## src/hw/rtl/ffba_pkg.sv

```systemverilog
// ----------------------------------------------------------------------------
// ffba_pkg
// Types and constants shared by the first-fit block allocator modules.
// ----------------------------------------------------------------------------
package ffba_pkg;

	typedef enum logic [1:0] {
		CMD_ALLOC   = 2'd0,
		CMD_FREE    = 2'd1,
		CMD_REALLOC = 2'd2,
		CMD_NONE    = 2'd3
	} cmd_e;

	typedef enum logic [1:0] {
		STAT_OK      = 2'd0,
		STAT_NOMEM   = 2'd1,
		STAT_DBLFREE = 2'd2,
		STAT_UNKNOWN = 2'd3
	} status_e;

	typedef enum logic [1:0] {
		REG_HEADER     = 2'd0,
		REG_MIN_SPLIT  = 2'd1,
		REG_HEAP_LIMIT = 2'd2,
		REG_UNUSED     = 2'd3
	} reg_e;

	localparam logic [6:0]  HEADER_RESET     = 7'd24;
	localparam logic [7:0]  MIN_SPLIT_RESET  = 8'd8;
	localparam logic [16:0] HEAP_LIMIT_RESET = 17'h10000;

	typedef struct packed {
		logic [1:0]  command;
		logic [16:0] request_size;
		logic [16:0] payload_address;
	} request_t;

	typedef struct packed {
		logic [16:0] result_address;
		logic [1:0]  status;
		logic [16:0] allocated_bytes;
		logic [6:0]  block_total;
	} result_t;

	typedef struct packed {
		logic [15:0] offset;
		logic [16:0] size;
		logic        is_free;
		logic [5:0]  next;
	} entry_t;

	typedef enum logic [4:0] {
		FSM_IDLE,
		FSM_DISP,
		FSM_AL_RD,
		FSM_AL_CHK,
		FSM_AL_APP,
		FSM_AL_TAIL,
		FSM_SP_CHK,
		FSM_SP_WR2,
		FSM_FD_RD,
		FSM_FD_CHK,
		FSM_FR_RD,
		FSM_FR_WR,
		FSM_CO_RDH,
		FSM_CO_GETI,
		FSM_CO_LOOP,
		FSM_CO_CHK,
		FSM_FINISH
	} fsm_e;

endpackage

```

## src/hw/rtl/ffba_table.sv

```systemverilog
// ----------------------------------------------------------------------------
// ffba_table
// Block table memory: one write port, one read port with registered data.
// ----------------------------------------------------------------------------
module ffba_table #(
	parameter int DEPTH = 64,
	parameter int IW    = 6
) (
	input  logic            clk,
	input  logic            we,
	input  logic [IW-1:0]   waddr,
	input  ffba_pkg::entry_t wdata,
	input  logic [IW-1:0]   raddr,
	output ffba_pkg::entry_t rdata
);
	import ffba_pkg::*;

	entry_t mem_q [DEPTH];

	always_ff @(posedge clk) begin
		if (we) begin
			mem_q[waddr] <= wdata;
		end
		rdata <= mem_q[raddr];
	end

endmodule

```

## src/hw/rtl/first_fit_block_allocator_top.sv

```systemverilog
// ----------------------------------------------------------------------------
// first_fit_block_allocator_top
// First-fit heap allocator with split and coalesce over a linked block table.
//
//   port          dir  role
//   start/busy    in   command item: taken when start is high and busy is low
//   request       in   command, size and payload address
//   done/result   out  one result item per command, one cycle, no back-pressure
//   cfg_*         in   register write: enable, index, data
//
// A command walks the table one entry at a time, each step a memory read on
// the table's single read port. A free walks the list for the lookup and
// again to coalesce; a reallocate that moves its block adds the first-fit
// search walk.
// Reset clears the list state at once; table contents need no clearing.
// done is high for one cycle only and result holds; busy drops the cycle it is shown.
// ----------------------------------------------------------------------------
module first_fit_block_allocator_top #(
	parameter int HEAP_BYTES = 65536,
	parameter int MAX_BLOCKS = 64
) (
	input  logic               clk,
	input  logic               arst_n,
	input  logic               start,
	output logic               busy,
	input  ffba_pkg::request_t request,
	output logic               done,
	output ffba_pkg::result_t  result,
	input  logic               cfg_wr_en,
	input  logic [1:0]         cfg_index,
	input  logic [16:0]        cfg_wdata
);
	import ffba_pkg::*;

	localparam int IW = $clog2(MAX_BLOCKS);
	localparam logic [16:0] HEAP_MAX = 17'(HEAP_BYTES);

	fsm_e state_q, state_d;

	logic [6:0]  hdr_cfg_q;
	logic [7:0]  msplit_q;
	logic [16:0] limit_q;
	logic [6:0]  hdr;
	logic [16:0] lim;

	logic [MAX_BLOCKS-1:0] used_q;
	logic [IW-1:0]  head_q, cur_q, tail_q, tgt_q, sp_q;
	logic [6:0]     len_q, k_q;
	logic [16:0]    heap_end_q, alloc_q, res_q;
	status_e        st_q;
	request_t       req_q;
	entry_t         ent_q, tail_ent_q;
	logic           move_q, shrink_q;

	logic           we;
	logic [IW-1:0]  waddr, raddr;
	entry_t         wdata, rdata;

	logic           free_found;
	logic [IW-1:0]  free_idx;
	logic [18:0]    app_end;
	logic           fits, split_ok, co_merge;
	entry_t         merged;
	logic [IW-1:0]  nidx;

	ffba_table #(.DEPTH(MAX_BLOCKS), .IW(IW)) u_table (
		.clk   (clk),
		.we    (we),
		.waddr (waddr),
		.wdata (wdata),
		.raddr (raddr),
		.rdata (rdata)
	);

	assign hdr = (hdr_cfg_q == 7'd0) ? 7'd1 : hdr_cfg_q;
	assign lim = (limit_q < HEAP_MAX) ? limit_q : HEAP_MAX;
	assign busy = (state_q != FSM_IDLE);
	assign app_end = 19'(heap_end_q) + 19'(hdr) + 19'(req_q.request_size);
	assign fits = rdata.is_free && (rdata.size >= req_q.request_size);
	assign split_ok = (19'(ent_q.size) > 19'(req_q.request_size) + 19'(hdr) + 19'(msplit_q))
		&& free_found;
	assign nidx = ent_q.next[IW-1:0];
	assign co_merge = ent_q.is_free && rdata.is_free &&
		(19'(ent_q.offset) + 19'(hdr) + 19'(ent_q.size) == 19'(rdata.offset));

	always_comb begin
		merged = ent_q;
		merged.size = 17'(ent_q.size + 17'(hdr) + rdata.size);
		merged.next = rdata.next;
	end

	always_comb begin
		free_found = 1'b0;
		free_idx = '0;
		for (int i = MAX_BLOCKS - 1; i >= 0; i--) begin
			if (!used_q[i]) begin
				free_found = 1'b1;
				free_idx = IW'(i);
			end
		end
	end

	// configuration registers
	always_ff @(posedge clk or negedge arst_n) begin
		if (!arst_n) begin
			hdr_cfg_q <= HEADER_RESET;
			msplit_q <= MIN_SPLIT_RESET;
			limit_q <= HEAP_LIMIT_RESET;
		end else if (cfg_wr_en) begin
			case (cfg_index)
				REG_HEADER:     hdr_cfg_q <= cfg_wdata[6:0];
				REG_MIN_SPLIT:  msplit_q <= cfg_wdata[7:0];
				REG_HEAP_LIMIT: limit_q <= cfg_wdata;
				default:        ;
			endcase
		end
	end

	always_ff @(posedge clk or negedge arst_n) begin
		if (!arst_n) begin
			state_q <= FSM_IDLE;
		end else begin
			state_q <= state_d;
		end
	end

	// next state and table port control
	always_comb begin
		state_d = state_q;
		we = 1'b0;
		waddr = sp_q;
		wdata = ent_q;
		raddr = cur_q;
		unique case (state_q)
			FSM_IDLE: begin
				if (start) state_d = FSM_DISP;
			end
			FSM_DISP: begin
				unique case (req_q.command)
					CMD_ALLOC: state_d = (req_q.request_size == 17'd0) ? FSM_FINISH : FSM_AL_RD;
					CMD_FREE: state_d = (req_q.payload_address == 17'd0) ? FSM_FINISH : FSM_FD_RD;
					CMD_REALLOC: begin
						if (req_q.payload_address != 17'd0) state_d = FSM_FD_RD;
						else if (req_q.request_size == 17'd0) state_d = FSM_FINISH;
						else state_d = FSM_AL_RD;
					end
					default: state_d = FSM_FINISH;
				endcase
			end
			FSM_AL_RD: begin
				if (k_q == len_q) begin
					state_d = FSM_AL_APP;
				end else begin
					state_d = FSM_AL_CHK;
				end
			end
			FSM_AL_CHK: begin
				state_d = fits ? FSM_SP_CHK : FSM_AL_RD;
			end
			FSM_AL_APP: begin
				if (app_end > 19'(lim) || !free_found) begin
					state_d = FSM_FINISH;
				end else begin
					we = 1'b1;
					waddr = free_idx;
					wdata = '{offset: heap_end_q[15:0], size: req_q.request_size,
						is_free: 1'b0, next: 6'd0};
					if (len_q != 7'd0) state_d = FSM_AL_TAIL;
					else state_d = move_q ? FSM_FR_RD : FSM_FINISH;
				end
			end
			FSM_AL_TAIL: begin
				we = 1'b1;
				waddr = tail_q;
				wdata = tail_ent_q;
				wdata.next = 6'(sp_q);
				state_d = move_q ? FSM_FR_RD : FSM_FINISH;
			end
			FSM_SP_CHK: begin
				we = 1'b1;
				if (split_ok) begin
					waddr = free_idx;
					wdata = '{offset: 16'(17'(ent_q.offset) + 17'(hdr) + req_q.request_size),
						size: 17'(ent_q.size - req_q.request_size - 17'(hdr)),
						is_free: 1'b1, next: ent_q.next};
					state_d = FSM_SP_WR2;
				end else begin
					state_d = (move_q && !shrink_q) ? FSM_FR_RD : FSM_FINISH;
				end
			end
			FSM_SP_WR2: begin
				we = 1'b1;
				state_d = (move_q && !shrink_q) ? FSM_FR_RD : FSM_FINISH;
			end
			FSM_FD_RD: begin
				state_d = (k_q == len_q) ? FSM_FINISH : FSM_FD_CHK;
			end
			FSM_FD_CHK: begin
				if (17'(rdata.offset) + 17'(hdr) == req_q.payload_address) begin
					if (rdata.is_free) state_d = FSM_FINISH;
					else if (req_q.command != CMD_REALLOC || req_q.request_size == 17'd0)
						state_d = FSM_FR_RD;
					else if (rdata.size >= req_q.request_size) state_d = FSM_SP_CHK;
					else state_d = FSM_AL_RD;
				end else begin
					state_d = FSM_FD_RD;
				end
			end
			FSM_FR_RD: begin
				raddr = tgt_q;
				state_d = FSM_FR_WR;
			end
			FSM_FR_WR: begin
				we = 1'b1;
				waddr = tgt_q;
				wdata = rdata;
				wdata.is_free = 1'b1;
				state_d = FSM_CO_RDH;
			end
			FSM_CO_RDH: begin
				raddr = head_q;
				state_d = FSM_CO_GETI;
			end
			FSM_CO_GETI: begin
				state_d = FSM_CO_LOOP;
			end
			FSM_CO_LOOP: begin
				raddr = nidx;
				if (8'(k_q) + 8'd1 >= 8'(len_q)) state_d = FSM_FINISH;
				else state_d = FSM_CO_CHK;
			end
			FSM_CO_CHK: begin
				if (co_merge) begin
					we = 1'b1;
					waddr = cur_q;
					wdata = merged;
				end
				state_d = FSM_CO_LOOP;
			end
			FSM_FINISH: begin
				state_d = FSM_IDLE;
			end
			default: state_d = FSM_IDLE;
		endcase
	end

	// list state and working registers
	always_ff @(posedge clk or negedge arst_n) begin
		if (!arst_n) begin
			used_q <= '0;
			head_q <= '0;
			len_q <= '0;
			heap_end_q <= '0;
			alloc_q <= '0;
			done <= 1'b0;
		end else begin
			done <= 1'b0;
			unique case (state_q)
				FSM_AL_APP: begin
					if (state_d != FSM_FINISH || (app_end <= 19'(lim) && free_found)) begin
						used_q[free_idx] <= 1'b1;
						len_q <= len_q + 7'd1;
						heap_end_q <= 17'(app_end);
						alloc_q <= alloc_q + req_q.request_size;
						if (len_q == 7'd0) head_q <= free_idx;
					end
				end
				FSM_SP_CHK: begin
					if (split_ok) begin
						used_q[free_idx] <= 1'b1;
						len_q <= len_q + 7'd1;
					end
					if (shrink_q) begin
						if (split_ok) alloc_q <= alloc_q + req_q.request_size - ent_q.size;
					end else begin
						alloc_q <= alloc_q + (split_ok ? req_q.request_size : ent_q.size);
					end
				end
				FSM_FR_WR: begin
					alloc_q <= alloc_q - rdata.size;
				end
				FSM_CO_CHK: begin
					if (co_merge) begin
						used_q[nidx] <= 1'b0;
						len_q <= len_q - 7'd1;
					end
				end
				FSM_FINISH: begin
					done <= 1'b1;
				end
				default: ;
			endcase
		end
	end

	// payload registers
	always_ff @(posedge clk) begin
		unique case (state_q)
			FSM_IDLE: begin
				req_q <= request;
			end
			FSM_DISP: begin
				cur_q <= head_q;
				k_q <= '0;
				move_q <= 1'b0;
				shrink_q <= 1'b0;
				res_q <= '0;
				st_q <= STAT_OK;
			end
			FSM_AL_CHK: begin
				if (fits) begin
					ent_q <= '{offset: rdata.offset, size: rdata.size,
						is_free: 1'b0, next: rdata.next};
					sp_q <= cur_q;
				end else begin
					tail_q <= cur_q;
					tail_ent_q <= rdata;
					cur_q <= rdata.next[IW-1:0];
					k_q <= k_q + 7'd1;
				end
			end
			FSM_AL_APP: begin
				if (app_end > 19'(lim) || !free_found) begin
					st_q <= STAT_NOMEM;
				end else begin
					sp_q <= free_idx;
					res_q <= 17'(heap_end_q[15:0]) + 17'(hdr);
				end
			end
			FSM_SP_CHK: begin
				res_q <= shrink_q ? req_q.payload_address : 17'(ent_q.offset) + 17'(hdr);
				if (split_ok) begin
					ent_q <= '{offset: ent_q.offset, size: req_q.request_size,
						is_free: ent_q.is_free, next: 6'(free_idx)};
				end
			end
			FSM_FD_CHK: begin
				if (17'(rdata.offset) + 17'(hdr) == req_q.payload_address) begin
					tgt_q <= cur_q;
					sp_q <= cur_q;
					ent_q <= rdata;
					if (rdata.is_free) begin
						st_q <= STAT_DBLFREE;
					end else if (req_q.command == CMD_REALLOC && req_q.request_size != 17'd0) begin
						if (rdata.size >= req_q.request_size) begin
							shrink_q <= 1'b1;
						end else begin
							move_q <= 1'b1;
							cur_q <= head_q;
							k_q <= '0;
						end
					end
				end else begin
					cur_q <= rdata.next[IW-1:0];
					k_q <= k_q + 7'd1;
				end
			end
			FSM_FD_RD: begin
				if (k_q == len_q) st_q <= STAT_UNKNOWN;
			end
			FSM_CO_RDH: begin
				cur_q <= head_q;
				k_q <= '0;
			end
			FSM_CO_GETI: begin
				ent_q <= rdata;
			end
			FSM_CO_CHK: begin
				if (co_merge) begin
					ent_q <= merged;
				end else begin
					cur_q <= nidx;
					ent_q <= rdata;
					k_q <= k_q + 7'd1;
				end
			end
			FSM_FINISH: begin
				result <= '{result_address: res_q, status: st_q,
					allocated_bytes: alloc_q, block_total: len_q};
			end
			default: ;
		endcase
	end

	a_done_single: assert property (@(posedge clk) disable iff (!arst_n) done |=> !done)
		else $error("result strobe held longer than one cycle");
	a_len_bound: assert property (@(posedge clk) disable iff (!arst_n)
		len_q <= 7'(MAX_BLOCKS))
		else $error("block count beyond table depth");
	a_start_busy: assert property (@(posedge clk) disable iff (!arst_n)
		(start && !busy) |=> busy)
		else $error("item accepted without going busy");

endmodule

```

## config.mk

```make
export PLATFORM = sky130hd
export DESIGN_NAME = first_fit_block_allocator_top
export DESIGN_NICKNAME = d
export VERILOG_FILES = /design/src/hw/rtl/ffba_pkg.sv /design/src/hw/rtl/ffba_table.sv /design/src/hw/rtl/first_fit_block_allocator_top.sv
export SDC_FILE = /design/constraint.sdc
export NUM_CORES = 2
export LEC_CHECK = 0
export BUFFER_PORTS_ARGS = -buffer_cell sky130_fd_sc_hd__buf_4
export CELL_PAD_IN_SITES_DETAIL_PLACEMENT = 0
export CELL_PAD_IN_SITES_GLOBAL_PLACEMENT = 2
export CORE_MARGIN = 2
export CORE_UTILIZATION = 40
export CTS_BUF_LIST = sky130_fd_sc_hd__clkbuf_8
export DETAILED_ROUTE_END_ITERATION = 8
export PLACE_DENSITY_LB_ADDON = 0.1
export SKIP_LAST_GASP = 1
export SYNTH_ARGS = -nofsm -noshare
export SYNTH_HDL_FRONTEND = slang
export SYNTH_HIERARCHICAL = 1
export SYNTH_SLANG_ARGS = --single-unit
```

## constraint.sdc

```tcl
create_clock -name clk -period 8.1 [get_ports clk]
set_input_delay 0.405 -clock clk [delete_from_list [all_inputs] [get_ports clk]]
set_output_delay 0.405 -clock clk [all_outputs]
set_load 0.02 [all_outputs]
```

After elaboration in Yosys (flattened, before gate mapping)
Memories as Yosys holds them, arrays and structs flattened. A register that Yosys moved wholly into a read port is not among the register bits. Index checks and enable logic that the tools add are counted.

Bits in registers: 354. Memory bits (writable): 2560. Input bits: 59. Output and inout bits: 45. Word-level logic and storage cells: 390. Memories kept: 1.

$add $sub $neg: 22. $lt $le $gt $ge: 10. Equality and inequality tests: 44. Mux-type cells: 221. Bitwise operators: 5. Reduce and logical (&&, ||, !) cells: 54.

Memories: u_table.mem_q (words 64, width 40, read ports 1, clocked after memory_dff 1, wr ports 1, line ffba_table.sv:18) `entry_t mem_q [DEPTH];`.

Operator list (count): 6-bit 2-to-1 mux (75); 40-bit case mux with 5 select lines (2); 40-bit 2-to-1 mux (5); 64-bit 2-to-1 mux (3); 64-bit case mux with 3 select lines (1); 17-bit 2-to-1 mux (7); 17-bit case mux with 3 select lines (2); 1-bit 2-to-1 mux (79); 5-bit case mux with 15 select lines (1); 7-bit 2-to-1 mux (10); 16-bit by 7-bit adder with 17-bit output (4); 5-bit 2-to-1 mux (13); 64-bit bitwise AND (1); 64-bit NOT (1); 64-bit OR (1); 17-bit adder (3); 17-bit subtractor (3); 24-bit 2-to-1 mux (2); 5-bit by 4-bit == test with 1-bit output (second input constant) (8); 17-bit by 7-bit adder with 18-bit output (2); 6-bit case mux with 3 select lines (2); 17-bit logical NOT (2); 17-bit nonzero test (2); 2-bit inequality test (second input constant) (15); other kinds (60) (112).

Depth between registers and ports, before layout
Depth in word-level cells: 72. Depth in mapped cells: 39. Gate-level depth less buffers: 37.

By module
The synthesis kept the hierarchy.

Modules (own cells, without submodules): ffba_table (times used 1, cells each 4263, area an instance 97960.2 µm², seq. area each 77674.5 µm²); first_fit_block_allocator_top (times used 1, cells each 3164, area an instance 29163.0 µm², seq. area each 9889.5 µm²).

Least setup slack after synthesis
No wires, ideal clock.

Path kind: register -> register. Start: reg hdr_cfg_q[1]. End: mem u_table/mem_q[28][0] (netlist bit) (enable). Library setup time: 438 ps. Arrival time: 8090 ps. Data required time: 7662 ps. Path slack: -428 ps. Stages on the path, launching flop included: 29. Path buffers: 2. Clock period less this slack: 8528 ps. Cells stage by stage: dfrtp_1 -> inv_1 -> fa_1 -> inv_1 -> ha_1 -> fa_1 -> a21oi_1 -> nor2_1 -> a311oi_1 -> o2bb2ai_1 -> or2_2 -> nor2_1 -> nand2_1 -> xnor2_1 -> ha_1 -> nand4_1 -> nor2_1 -> a31oi_1 -> o211ai_1 -> nor3_1 -> nor2_1 -> o21ai_0 -> o31ai_1 -> a32oi_1 -> clkbuf_1 -> or3b_2 -> or2_2 -> clkbuf_1 -> nor2_1.

Elaborated cells on any way between the ends: 23. Those cells by class: add/sub: 6; order compare: 2; eq/ne: 1; mux: 10; reduce/logical: 4.

RTL lines: from (decl) (line first_fit_block_allocator_top.sv:40) `logic [6:0] hdr_cfg_q;`; from (signal assigned) (line first_fit_block_allocator_top.sv:111) `REG_HEADER: hdr_cfg_q <= cfg_wdata[6:0];`; 7-bit logical NOT (line first_fit_block_allocator_top.sv:75) `assign hdr = (hdr_cfg_q == 7'd0) ? 7'd1 : hdr_cfg_q;`; 7-bit 2-to-1 mux * (line first_fit_block_allocator_top.sv:75); 17-bit by 7-bit adder with 18-bit output (tied with other cells) (line first_fit_block_allocator_top.sv:80) `assign split_ok = (19'(ent_q.size) > 19'(req_q.request_size) + 19'(hdr) + 19'(msplit_q))`; 18-bit by 8-bit adder with 19-bit output (tied with other cells) (line first_fit_block_allocator_top.sv:80); 17-bit by 19-bit greater-than comparator with 1-bit output (tied with other cells) (line first_fit_block_allocator_top.sv:80); 1-bit logical AND (tied with other cells) (line first_fit_block_allocator_top.sv:81) `&& free_found;`; 6-bit 2-to-1 mux, on equally long branches; 6-bit case mux with 5 select lines * (line first_fit_block_allocator_top.sv:134) `unique case (state_q)`; named net waddr[2] (line first_fit_block_allocator_top.sv:56) `logic [IW-1:0] waddr, raddr;`; to (decl) (line ffba_table.sv:18).

The timed path passes the listed nets; every way through them passes the cells marked *.

Worst setup path in the final report
Start: reg hdr_cfg_q[3]. End: mem u_table/mem_q[28][13] (netlist bit) (enable).

Elaborated cells on any way between the ends: 23. Those cells by class: add/sub: 6; order compare: 2; eq/ne: 1; mux: 10; reduce/logical: 4.

RTL lines: 7-bit logical NOT (line first_fit_block_allocator_top.sv:75); 7-bit 2-to-1 mux * (line first_fit_block_allocator_top.sv:75); 17-bit by 7-bit adder with 18-bit output * (line first_fit_block_allocator_top.sv:78) `assign app_end = 19'(heap_end_q) + 19'(hdr) + 19'(req_q.request_size);`; 18-bit by 17-bit adder with 19-bit output * (line first_fit_block_allocator_top.sv:78); named net app_end[15] (line first_fit_block_allocator_top.sv:61) `logic [18:0] app_end;`; 19-bit by 17-bit greater-than comparator with 1-bit output * (line first_fit_block_allocator_top.sv:161) `if (app_end > 19'(lim) || !free_found) begin`; 1-bit logical OR * (line first_fit_block_allocator_top.sv:161); 6-bit 2-to-1 mux *; 6-bit case mux with 5 select lines * (line first_fit_block_allocator_top.sv:134); named net waddr[1] (line first_fit_block_allocator_top.sv:56).

Marked as above.

==> run metrics <==
status completed; Longest Clk Path Bufs 4; Period minus WS final between 7000 and 8000 ps; Setup crit start kind flop; First-pass DRT Iterations 8; CTS tree done; Overall Global Routing Usage 0.2524; total grt overflow 0; PortBufs roughly 100; Tcrit/Tclk final 0.9410; CP arrival between 8000 and 9000 ps; Wirelength per Cell 32.24 um; post-synthesis cell type count slightly below 100; 1st-iter DRT viols between 7000 and 8000; layout cells sized above 1 0.2367; setup tns final 0 ps; Slowest-stage cell, CP or3b_2; critical setup path kind flop to flop; overall power 65.70 mW; DRC viols 0; Primary FF master, synth edfxtp_1; setup violators final 0; die span in x approximately 570 um; Initial Util 0.4029; RSZ-0062 raised after global routing true; Die Ht about 570 um; CTS clk-pin slew, worst paths about 60 ps; P&R area growth vs syn 16.19%; Mapped Nets 7810; Worst IR Drop VDD 373.7 uV; fmax 131.2 MHz; vias per cell about 5.8; Slew @ Worst Pin 1237 ps; worst reg2reg setup slack roughly 480 ps; die footprint ~320000 sq um; Ports ~100; dpl hpwl about 270000 um; CTS Buf Count 485; max_cap viols 0; most used cell, CP nor2_1; post-synthesis cell area 127100 sq um; largest net degree at the start of global routing slightly below 80; routed wire length 412100 um; critical path peak fanout 10; Cell Pwr Density around 440 nW/um^2; vias in the first global route between 70000 and 80000; Hold Slack 115.5 ps; worst hold path class input port to flop; critical path capture point type flop; Async SR Flop Fraction 0.05044; initial antenna violation count 16; Relative slew margins 0.1726; Antenna Violating Nets Remaining 0; CP max stage delay 550 ps; Skew-Pair Late Insertion Delay about 1100 ps; clk_skew approximately 81 ps; row count 206; Mapped Cells between 7000 and 8000; Final Hold Fails 0; fin util 0.4682; worst endpoint required time between 8000 and 9000 ps; Clock Root Buffer clkbuf_8; global-route wire length before repair 579500 um; register area share after synthesis 0.6888; Max H-tree Level 5; GP Congestion just under 0.9; # fillers around 27000; clock sink count between 2000 and 3000; routed vias approximately 74000; Max Transition Viols Final 0; yosys warns 6; NumNets Final approximately 8600; leak pwr roughly 50 nW; mean post-synth cell area about 17 sq um; number of synthesized flops with an enable pin 2765; FF+latch count, synth just under 3000; core area 315500 sq um
-- stage by stage --
step                      setup slack (ps)  cells  cell area (sq um)
after floorplan                     -427.6   7427             127200
after global placement               182.0  11780             137400
after detailed placement             261.1  11780             137400
after CTS                            200.4  12770             147700
after global routing                -38.74  12780             147700
final                                477.8  12780             147700
-- cell type report --
| cell class | instances | area (sq um) | share of cell area |
|---|---|---|---|
| diodes | 9 | 22.52 | 0.0001525 |
| clock buffers | 502 | 6909 | 0.04678 |
| clock inverters | 379 | 2152 | 0.01457 |
| inverters | 185 | 695.7 | 0.004710 |
| multi-input cells | 3928 | 38010 | 0.2574 |
| flip-flops and latches | 2954 | 87570 | 0.5929 |
| well taps | 4160 | 5205 | 0.03524 |
| repair buffers | 666 | 7138 | 0.04833 |
-- worst paths after layout --
check | start | end | cells past startpoint
min reg2reg | res_q[7] | result[33] | 0
max reg2reg | hdr_cfg_q[3] | u_table/mem_q[28][13] | 31
max | hdr_cfg_q[3] | u_table/mem_q[28][13] | 31
max in group asynchronous | arst_n | used_q[12] | 4
min in group asynchronous | arst_n | hdr_cfg_q[3] | 3
min | cfg_wdata[4] | msplit_q[4] | 3
-- kinds of logic after synthesis --
family | after synthesis | share of synthesized area
AOI/OAI and AO/OA | 1290 | 0.07009
xor gates and xnor gates | 211 | 0.01465
adders and majority gates | 324 | 0.03472
buffers and inverters | 545 | 0.02008
DFF | 2954 | 0.6888
muxes | 774 | 0.1208
and+or+nand+nor | 1329 | 0.05084
-- Yosys cell counts (47+ instances only) --
| cell | instances | share of area |
|---|---|---|
| a211oi_1 | 65 | 0.0038 |
| a21o_1 | 55 | 0.0032 |
| a21oi_1 | 241 | 0.0095 |
| a22o_1 | 79 | 0.0054 |
| a22oi_1 | 54 | 0.0032 |
| and3_1 | 49 | 0.0024 |
| buf_2 | 96 | 0.0038 |
| buf_4 | 51 | 0.0030 |
| clkbuf_1 | 161 | 0.0048 |
| dfrtp_1 | 145 | 0.029 |
| edfxtp_1 | 2765 | 0.65 |
| fa_1 | 48 | 0.0076 |
| ha_1 | 276 | 0.027 |
| inv_1 | 185 | 0.0055 |
| mux2_2 | 63 | 0.0056 |
| mux2i_1 | 109 | 0.0086 |
| mux4_2 | 602 | 0.11 |
| nand2_1 | 451 | 0.013 |
| nand2b_1 | 47 | 0.0023 |
| nand3_1 | 98 | 0.0039 |
| nand4_1 | 54 | 0.0027 |
| nor2_1 | 290 | 0.0086 |
| nor2b_1 | 57 | 0.0028 |
| nor3_1 | 74 | 0.0029 |
| nor4_1 | 53 | 0.0026 |
| o21ai_0 | 177 | 0.0070 |
| o221ai_1 | 66 | 0.0045 |
| o22ai_1 | 180 | 0.0089 |
| xnor2_1 | 129 | 0.0089 |
| xor2_1 | 81 | 0.0056 |
-- state kept, by name, indices dropped and copies added (netlist names), 7 cells and up --
signal and cells:
msplit_q 8, req_q 36, limit_q 17, tail_ent_q 34
alloc_q 17, used_q 64, res_q 17, ent_q 34
hdr_cfg_q 7, u_table/mem_q 2560, k_q 7, heap_end_q 17
result 43, len_q 7, u_table/rdata 40
-- where the power goes --
group | switching [mW] | internal (mW)
Clock | 6.16 | 6.29
Sequential | 1.03 | 20.3
Combinational | 20.6 | 11.3
-- cells in the final DEF (no fill, tap or decap), types with 39 or more instances in the layout --
master,count
xor2_1,81
dlygate4sd3_1,115
and3_1,49
clkinv_2,57
buf_4,403
edfxtp_1,2765
nand2b_1,44
nor3_1,69
o221ai_1,66
nor2b_1,54
mux4_2,602
a21oi_1,236
o22ai_1,179
nand3_1,95
buf_12,146
clkinv_1,114
mux2i_1,109
clkbuf_8,502
xnor2_1,129
dfxtp_1,40
a221oi_1,46
a22oi_1,53
nand4_1,54
nor2_1,222
a22o_1,77
a21o_1,53
mux2_2,63
fa_1,48
o21a_1,40
nor2_4,67
nand2_1,440
dfrtp_1,144
ha_1,276
a211oi_1,64
inv_1,348
a31oi_1,39
o21ai_0,171
-- critical path: cells and delay by family (launching register included) --
family | cells | cell delay (ps)
muxes | 1 | 200
and+or+nand+nor | 10 | 1990
AOI/OAI and AO/OA | 10 | 2180
DFF | 1 | 530
adders and majority gates | 4 | 1260
buffers and inverters | 5 | 880
xor gates and xnor gates | 1 | 190
-- per-layer routing --
layer | wire length, um | up-vias | share of wire | GRT usage
li1 | - | 31780 | - | -
met1 | 177600 | 39480 | 0.43 | 0.3495
met5 | 22 | - | 0.000053 | 0
met4 | 11670 | 4 | 0.028 | 0.06985
met2 | 201800 | 2418 | 0.49 | 0.4208
met3 | 21030 | 524 | 0.051 | 0.03070
-- repair_timing --
item                                    CTS  global route
buffers inserted                          0             1
hold buffers                            116             0
endpoints found under the setup margin    0           796
resized for setup                         0             5
hold endpoints to repair                148             0
No activity file was read; power rests on OpenSTA's default activity.
